<file path="src/rtl/core/tplq_pkg.sv">
// ----------------------------------------------------------------------------
// tplq_pkg: shared types and codes of the three-level priority FIFO unit
// Holds the operation, priority, level and status codes, the data word type
// and the control struct that travels from the queue controller to the top.
// ----------------------------------------------------------------------------
package tplq_pkg;

   localparam int NUM_LEVELS = 3;
   localparam int DATA_W     = 32;

   typedef logic [1:0]               status_type;
   typedef logic [1:0]               level_type;
   typedef logic [1:0]               priority_type;
   typedef logic signed [DATA_W-1:0] data_type;

   // Operation codes.
   localparam logic FUNC_ENQUEUE = 1'b0;
   localparam logic FUNC_DEQUEUE = 1'b1;

   // Priority codes of an enqueue; every other code selects the low queue.
   localparam priority_type PRI_HIGH = 2'd1;
   localparam priority_type PRI_MID  = 2'd2;

   // Queue levels.
   localparam level_type LEVEL_HIGH = 2'd0;
   localparam level_type LEVEL_MID  = 2'd1;
   localparam level_type LEVEL_LOW  = 2'd2;

   // Result status codes.
   localparam status_type STATUS_ENQUEUED = 2'd0;
   localparam status_type STATUS_FULL     = 2'd1;
   localparam status_type STATUS_DEQUEUED = 2'd2;
   localparam status_type STATUS_EMPTY    = 2'd3;

   // Word returned by a dequeue when every queue is empty.
   localparam data_type EMPTY_WORD = '1;

   typedef struct packed {
      status_type status;
      level_type  level;
   } info_type;

endpackage

</file>
<file path="src/rtl/core/tplq_mem.sv">
// ----------------------------------------------------------------------------
// tplq_mem: entry storage of the three queues
// Single-port synchronous memory with one write or one read per cycle and a
// registered read word that holds until the next read.
// ----------------------------------------------------------------------------
module tplq_mem #(
   parameter int WORDS  = 24,
   parameter int ADDR_W = 5
) (
   input  logic                 clock,
   input  logic                 we,
   input  logic                 re,
   input  logic [ADDR_W-1:0]    addr,
   input  tplq_pkg::data_type   wdata,
   output tplq_pkg::data_type   rdata
);
   import tplq_pkg::*;

   data_type mem [0:WORDS-1];
   data_type rdata_ff;

   always_ff @(posedge clock) begin
      if (we) begin
         mem[addr] <= wdata;
      end
      if (re) begin
         rdata_ff <= mem[addr];
      end
   end

   assign rdata = rdata_ff;

endmodule

</file>
<file path="src/rtl/core/tplq_ctrl.sv">
// ----------------------------------------------------------------------------
// tplq_ctrl: head, tail and fill count of the three queues
// Decodes an operation, picks the queue, forms the memory command and the
// result status, and updates the pointer set when the transfer is accepted.
// ----------------------------------------------------------------------------
module tplq_ctrl #(
   parameter int QUEUE_DEPTH = 8,
   parameter int PTR_W       = 3,
   parameter int CNT_W       = 4,
   parameter int ADDR_W      = 5
) (
   input  logic                      clock,
   input  logic                      reset,
   input  logic                      accept,
   input  logic                      func,
   input  tplq_pkg::priority_type    priority_req,
   output logic                      mem_we,
   output logic                      mem_re,
   output logic [ADDR_W-1:0]         mem_addr,
   output tplq_pkg::info_type        info
);
   import tplq_pkg::*;

   localparam logic [PTR_W-1:0]  PTR_LAST = PTR_W'(QUEUE_DEPTH - 1);
   localparam logic [CNT_W-1:0]  CNT_FULL = CNT_W'(QUEUE_DEPTH);
   localparam logic [ADDR_W-1:0] BASE_MID = ADDR_W'(QUEUE_DEPTH);
   localparam logic [ADDR_W-1:0] BASE_LOW = ADDR_W'(2 * QUEUE_DEPTH);

   logic [PTR_W-1:0] head_ff [0:NUM_LEVELS-1];
   logic [PTR_W-1:0] tail_ff [0:NUM_LEVELS-1];
   logic [CNT_W-1:0] cnt_ff  [0:NUM_LEVELS-1];

   level_type        lvl;
   logic [PTR_W-1:0] ptr;
   logic [PTR_W-1:0] ptr_in;
   logic [ADDR_W-1:0] base;
   logic             do_write;
   logic             do_read;

   always_comb begin
      lvl      = LEVEL_HIGH;
      do_write = 1'b0;
      do_read  = 1'b0;
      info     = '{status: STATUS_EMPTY, level: LEVEL_HIGH};
      if (func == FUNC_ENQUEUE) begin
         unique case (priority_req)
            PRI_HIGH: lvl = LEVEL_HIGH;
            PRI_MID:  lvl = LEVEL_MID;
            default:  lvl = LEVEL_LOW;
         endcase
         info.level = lvl;
         if (cnt_ff[lvl] == CNT_FULL) begin
            info.status = STATUS_FULL;
         end else begin
            info.status = STATUS_ENQUEUED;
            do_write    = 1'b1;
         end
      end else begin
         if (cnt_ff[LEVEL_HIGH] != '0) begin
            lvl     = LEVEL_HIGH;
            do_read = 1'b1;
         end else if (cnt_ff[LEVEL_MID] != '0) begin
            lvl     = LEVEL_MID;
            do_read = 1'b1;
         end else if (cnt_ff[LEVEL_LOW] != '0) begin
            lvl     = LEVEL_LOW;
            do_read = 1'b1;
         end
         if (do_read) begin
            info.status = STATUS_DEQUEUED;
            info.level  = lvl;
         end
      end
   end

   always_comb begin
      ptr    = do_write ? tail_ff[lvl] : head_ff[lvl];
      ptr_in = (ptr == PTR_LAST) ? '0 : ptr + 1'b1;
      unique case (lvl)
         LEVEL_MID: base = BASE_MID;
         LEVEL_LOW: base = BASE_LOW;
         default:   base = '0;
      endcase
   end

   assign mem_addr = base + ADDR_W'(ptr);
   assign mem_we   = accept && do_write;
   assign mem_re   = accept && do_read;

   always_ff @(posedge clock) begin
      if (reset) begin
         for (int i = 0; i < NUM_LEVELS; i++) begin
            head_ff[i] <= '0;
            tail_ff[i] <= '0;
            cnt_ff[i]  <= '0;
         end
      end else if (accept) begin
         if (do_write) begin
            tail_ff[lvl] <= ptr_in;
            cnt_ff[lvl]  <= cnt_ff[lvl] + 1'b1;
         end
         if (do_read) begin
            head_ff[lvl] <= ptr_in;
            cnt_ff[lvl]  <= cnt_ff[lvl] - 1'b1;
         end
      end
   end

endmodule

</file>
<file path="src/rtl/core/three_level_priority_fifo_unit.sv">
// ----------------------------------------------------------------------------
// three_level_priority_fifo_unit: three FIFOs behind a strict-priority dequeue
// Enqueue puts a signed word into the high, middle or low queue; dequeue
// returns the oldest word of the highest queue that holds one.
// ----------------------------------------------------------------------------
//
//   Channel  Direction  Handshake          Payload
//   -------  ---------  -----------------  ----------------------------------
//   req      in         req_valid/stall    func, priority_req, value
//   rsp      out        rsp_valid/stall    status, data_out, level
//
// The block sustains one transfer per cycle on each side while rsp_stall is low. The
// entry memory is read and the read stage loaded at the accepting edge; the result
// register loads from the read stage when that stage moves on, and rsp_valid rises as it loads.
// Reset clears the head, tail and fill count of every queue; the entry memory
// is not cleared, since a dequeue only reads entries already written.
// A stalled, full result register holds the read stage and raises req_stall.
//
module three_level_priority_fifo_unit #(
   parameter int QUEUE_DEPTH = 8
) (
   input  logic                     clock,
   input  logic                     reset,
   input  logic                     req_valid,
   output logic                     req_stall,
   input  logic                     req_func,
   input  tplq_pkg::priority_type   req_priority_req,
   input  tplq_pkg::data_type       req_value,
   output logic                     rsp_valid,
   input  logic                     rsp_stall,
   output tplq_pkg::status_type     rsp_status,
   output tplq_pkg::data_type       rsp_data_out,
   output tplq_pkg::level_type      rsp_level
);
   import tplq_pkg::*;

   // Derived sizes: pointer within one queue, fill count that can reach the
   // depth itself, and address into the shared memory of all three queues.
   localparam int PTR_W  = $clog2(QUEUE_DEPTH);
   localparam int CNT_W  = $clog2(QUEUE_DEPTH + 1);
   localparam int WORDS  = NUM_LEVELS * QUEUE_DEPTH;
   localparam int ADDR_W = $clog2(WORDS);

   logic              req_accept;
   logic              mem_we;
   logic              mem_re;
   logic [ADDR_W-1:0] mem_addr;
   data_type          mem_rdata;
   info_type          info;

   // Read stage: holds the item while the memory word is fetched.
   logic              s1_valid_ff;
   info_type          s1_info_ff;
   data_type          s1_data_ff;
   logic              s1_move;

   // Result register.
   logic              rsp_valid_ff;
   info_type          rsp_info_ff;
   data_type          rsp_data_ff;

   // The read stage moves on when the result register is empty or is being
   // emptied this cycle; a new request may then enter behind it.
   assign s1_move    = s1_valid_ff && (!rsp_valid_ff || !rsp_stall);
   assign req_stall  = s1_valid_ff && !s1_move;
   assign req_accept = req_valid && !req_stall;

   tplq_ctrl #(
      .QUEUE_DEPTH (QUEUE_DEPTH),
      .PTR_W       (PTR_W),
      .CNT_W       (CNT_W),
      .ADDR_W      (ADDR_W)
   ) u_ctrl (
      .clock        (clock),
      .reset        (reset),
      .accept       (req_accept),
      .func         (req_func),
      .priority_req (req_priority_req),
      .mem_we       (mem_we),
      .mem_re       (mem_re),
      .mem_addr     (mem_addr),
      .info         (info)
   );

   // The read word stays in the memory's output register while the read
   // stage stalls, because no new read can be issued during that time.
   tplq_mem #(
      .WORDS  (WORDS),
      .ADDR_W (ADDR_W)
   ) u_mem (
      .clock (clock),
      .we    (mem_we),
      .re    (mem_re),
      .addr  (mem_addr),
      .wdata (req_value),
      .rdata (mem_rdata)
   );

   always_ff @(posedge clock) begin
      if (reset) begin
         s1_valid_ff <= 1'b0;
      end else if (req_accept) begin
         s1_valid_ff <= 1'b1;
      end else if (s1_move) begin
         s1_valid_ff <= 1'b0;
      end
   end

   // Enqueues echo the input word; an all-empty dequeue returns the
   // fixed empty word.
   always_ff @(posedge clock) begin
      if (req_accept) begin
         s1_info_ff <= info;
         s1_data_ff <= (req_func == FUNC_ENQUEUE) ? req_value : EMPTY_WORD;
      end
   end

   always_ff @(posedge clock) begin
      if (reset) begin
         rsp_valid_ff <= 1'b0;
      end else if (s1_move) begin
         rsp_valid_ff <= 1'b1;
      end else if (!rsp_stall) begin
         rsp_valid_ff <= 1'b0;
      end
   end

   always_ff @(posedge clock) begin
      if (s1_move) begin
         rsp_info_ff <= s1_info_ff;
         rsp_data_ff <= (s1_info_ff.status == STATUS_DEQUEUED) ? mem_rdata : s1_data_ff;
      end
   end

   assign rsp_valid    = rsp_valid_ff;
   assign rsp_status   = rsp_info_ff.status;
   assign rsp_data_out = rsp_data_ff;
   assign rsp_level    = rsp_info_ff.level;

   // An accepted request always occupies the read stage on the next cycle.
   a_accept_fills_stage: assert property (@(posedge clock) disable iff (reset)
      req_accept |=> s1_valid_ff)
      else $error("accepted request did not reach the read stage");

   // The single memory port never sees a write and a read together.
   a_one_mem_access: assert property (@(posedge clock) disable iff (reset)
      !(mem_we && mem_re))
      else $error("entry memory written and read in the same cycle");

   // An all-empty result carries the empty word and the high level.
   a_empty_result: assert property (@(posedge clock) disable iff (reset)
      (rsp_valid_ff && rsp_status == STATUS_EMPTY) |->
         (rsp_data_out == EMPTY_WORD && rsp_level == LEVEL_HIGH))
      else $error("empty result has wrong word or level");

endmodule
</file>
<file path="config.mk">
export PLATFORM = sky130hd
export DESIGN_NAME = three_level_priority_fifo_unit
export DESIGN_NICKNAME = d
export VERILOG_FILES = /design/src/rtl/core/tplq_pkg.sv /design/src/rtl/core/tplq_mem.sv /design/src/rtl/core/tplq_ctrl.sv /design/src/rtl/core/three_level_priority_fifo_unit.sv
export SDC_FILE = /design/constraint.sdc
export NUM_CORES = 1
export LEC_CHECK = 0
export ABC_CLOCK_PERIOD_IN_PS = 6600
export BUFFER_PORTS_ARGS = -buffer_cell sky130_fd_sc_hd__buf_2
export CAP_MARGIN = 20
export CORE_AREA = 3 3 394 396
export DETAILED_ROUTE_END_ITERATION = 12
export DIE_AREA = 0 0 397 399
export PLACE_DENSITY = 0.43
export SKIP_CTS_REPAIR_TIMING = 1
export SYNTH_ARGS = -nofsm -noshare
export SYNTH_HDL_FRONTEND = slang
export SYNTH_SLANG_ARGS = --single-unit
export TNS_END_PERCENT = 20
</file>
<file path="constraint.sdc">
create_clock -name clock -period 6.6 [get_ports clock]
set_clock_uncertainty 0.05 [all_clocks]
set_input_delay 0 -clock clock [delete_from_list [all_inputs] [get_ports clock]]
set_output_delay 0 -clock clock [all_outputs]
set_load 0.01 [all_outputs]
</file>
==> results.md <==
- Critical-path maximum fanout: 71
- Crit end category: register
- Mux contribution to synthesized area: 0.04477
- Setup TNS: 0 ps
- Fillers: 15113
- ANT nets after route: 0
- CTS buffer count: 101
- Post-synthesis average cell area: 15.18 um^2
- Post-synthesis sequential area ratio: 0.7248
- Fin crit period: 5254 ps
- Final non-filler cell total: 4673
- Maximum vdd drop: 0.0002718 V
- First-pass DRT Iterations: 6
- Final nets: 2613
- Slowest CP cell: nor2_4
- Fin. Hold Viols: 0
- Pleak: 13.68 nW
- Commonest cells in the netlist: edfxtp_1 (912), o21ai_0 (229), nand3_1 (210)
- Tot GR Track Use: 0.1489
- Sw Share: 0.2732
- Critical-path cell list: nor4_1, a41o_1, o221a_4, nor2_8, inv_6, ha_1, nand3_1, nor2_4, buf_4
- Initial core utilization: 0.2491
- Initial drt markers: 2343
- Outcome: completed
- WL met2: 59350 um
- Clock Latency Late Sink: 670 ps
- I/O Pins: 77
- Initial antenna violation count: 3
- Final Power: 14.00 mW
- Total Wirelength: 120800 um
- Largest family of logic cells by synthesized area: compound AO/OA/AOI/OAI gates
- I/O Buffers: 76
- Gate power share: 0.144
- P_sw: 3.825 mW
- Critical Path Max Stage Delay: 890 ps
- Highest metal used: met4
- Multi-input gate area: 0.009739 mm^2
- Die Span X: 397 um
- Sink Count: 914
- Core Util, Final: 0.2921
- Critical Path Source Type: register
- Worst Tran Pin Value: 1139 ps
- Root Driver: clkbuf_16
- Placed insts: 4450
- Core box area: 0.1519 mm^2
- Simple-Gate Fraction of Synth Area: 0.06812
- Met1 wire length: 52690 um
- Final setup viols: 0
- Met3 WL: 6206 um
- Die height: 399 um
- WP data required: 6920 ps
- Post-Place Cell Area: 0.04086 mm^2
- Top cells by area, synth: edfxtp_1 (72%), o21ai_0 (3.0%), nand3_1 (2.8%), a211oi_1 (2.7%), mux2i_1 (1.9%)
- Top_reg_cell synth: edfxtp_1
- Register Area: 0.02743 mm^2
- Biggest area consumer among synthesized cells: edfxtp_1
- DRC viols: 0
- Largest net degree at the start of global routing: 158
- Adder-Cell Fraction of Synth Area: 0.004629
- Post-route clock period utilization: 0.7961
- FP Rows: 143
- First-pass GRT wire length: 173800 um
- Routed vias: 23455
- Avg WL per Cell: 25.84 um
- Share of the synthesized area in the top cell type: 0.7238
- Min-Delay Path Class: input pin to register
- Die ar.: 0.1584 mm^2
- GPL Wtd Cong: 0.7784
- RSZ-0062 raised after global routing: false
- Syn_nets: 2545
- Cells after synthesis: 2492
- Xor-xnor portion of the synthesized cell area: 0.0006944
- Clk pwr share: 0.385
- Setup CP Type: register to register
- Synth Area in Compound Gates: 0.1306
- Vias per Instance: 5.019
- Clock tree buffer depth: 3
- CTS tree: built
- Final Max Tran Viols: 0
- Synthesized cell area: 0.03784 mm^2
- Final instance area: 0.04436 mm^2
- CP Buf/Inv Count: 2
- Clock slew at reported path FFs: 60 ps
- Max Freq: 190.3 MHz
- Max Cap Violations: 0
- Slew HR: 0.2409
- Async SR Flop Fraction: 0
- Most frequent cell after synthesis: edfxtp_1
- Synth Register Bits: 914
- PD cells: 315.6 mW/mm^2
- Crit path DAT: 5580 ps
- Critical path's top delay family: simple AND/OR/NAND/NOR gates
- Fraction of final layout cells sized beyond drive strength 1: 0.1809
- Synth warn: 0
- Remaining global-route overflow: 0
- Number of synthesized flops with an enable pin: 912
- Post-DP HPWL: 68370 um
- H-tree depth: 3
- Area growth from synthesis to layout: 17.24%
- Vias in the first global route: 23506
- Int Power: 10.18 mW
- Power share of the sequential group: 0.472
- Yosys cell types: 65
[cell usage in the layout, fill, tap and decap left out, types with 11 or more instances in the layout]
cell type / Yosys / layout
a311o_1: 32 / 31
nor2_4: 1 / 26
o21ai_0: 229 / 229
o221ai_1: 32 / 31
clkinv_1: 1 / 31
a21oi_1: 36 / 36
mux2_4: 31 / 34
buf_4: 8 / 56
a2111oi_2: 31 / 31
or2_2: 35 / 35
ha_1: 14 / 14
nor2_1: 51 / 26
a211oi_1: 134 / 134
nand2b_1: 11 / 11
nand3_1: 210 / 207
nand2_1: 83 / 81
mux2i_1: 73 / 71
mux2_2: 39 / 36
o211ai_1: 63 / 63
buf_2: 53 / 76
edfxtp_1: 912 / 912
a41oi_1: 32 / 32
clkinv_2: 0 / 24
buf_12: 0 / 14
clkbuf_1: 133 / 14
clkbuf_16: 0 / 104
nand4_1: 63 / 63
dlygate4sd3_1: 0 / 37
o22a_1: 32 / 32
a21boi_0: 32 / 31
[layer usage]
metal	up-vias	GRT usage
met5	-	0
met4	0	0.03886
met3	147	0.02365
met2	748	0.2534
met1	12363	0.1970
li1	10197	-
[cell type report]
class | instances | share of cell area
sequential | 914 | 0.6182
multi-input combinational | 1345 | 0.2195
clock buffer | 118 | 0.05985
tap | 2030 | 0.05725
timing repair buffer | 183 | 0.03272
clock inverter | 67 | 0.01083
inverter | 15 | 0.001551
antenna | 1 | 0.00005641
[logic make-up after synthesis]
group	Yosys count
multiplexers	146
AND/OR/NAND/NOR	500
AO/OA/AOI/OAI	682
flip-flops	914
XOR/XNOR	3
buffers and inverters	233
adder cells (fa/ha/maj)	14
[stage by stage]
step           setup WS (ps)  hold WS, ps
6_report                1346        68.90
5_1_grt                 1013        71.27
4_1_cts                 1311       -495.6
3_5_place_dp            1317        231.5
3_3_place_gp            1395        232.4
2_1_floorplan           2006        48.87
[power by group through the flow]
| stage | registers (mW) | clock network, mW | logic (mW) |
|---|---|---|---|
| 2_1_floorplan | 6.71 | 0 | 1.20 |
| 3_3_place_gp | 6.73 | 0 | 2.00 |
| 3_5_place_dp | 6.73 | 0 | 2.01 |
| 4_1_cts | 6.61 | 5.52 | 2.02 |
| 5_1_grt | 6.61 | 5.77 | 2.17 |
| 6_report | 6.61 | 5.38 | 2.01 |
[state kept, by name, summed over array words and instances, names as in the netlist]
register,flops
rsp_level,2
u_ctrl.head_ff,12
s1_data_ff,32
rsp_valid,1
u_ctrl.tail_ff,12
u_mem.rdata,32
u_mem.mem,768
rsp_status,2
s1_info_ff,4
u_ctrl.cnt_ff,16
s1_valid_ff,1
rsp_data_out,32
[path summary, 6_finish.rpt]
kind	start	end	slack, ps	cells past startpoint
setup / recovery	u_ctrl.cnt_ff[1][0]	u_mem.mem[19][11]	1350	9
hold / removal	req_func	s1_info_ff[1]	70	2
setup reg to reg	u_ctrl.cnt_ff[1][0]	u_mem.mem[19][11]	1350	9
hold reg to reg	s1_info_ff[0]	rsp_level[0]	370	0
(Power assumes the default switching activity.)
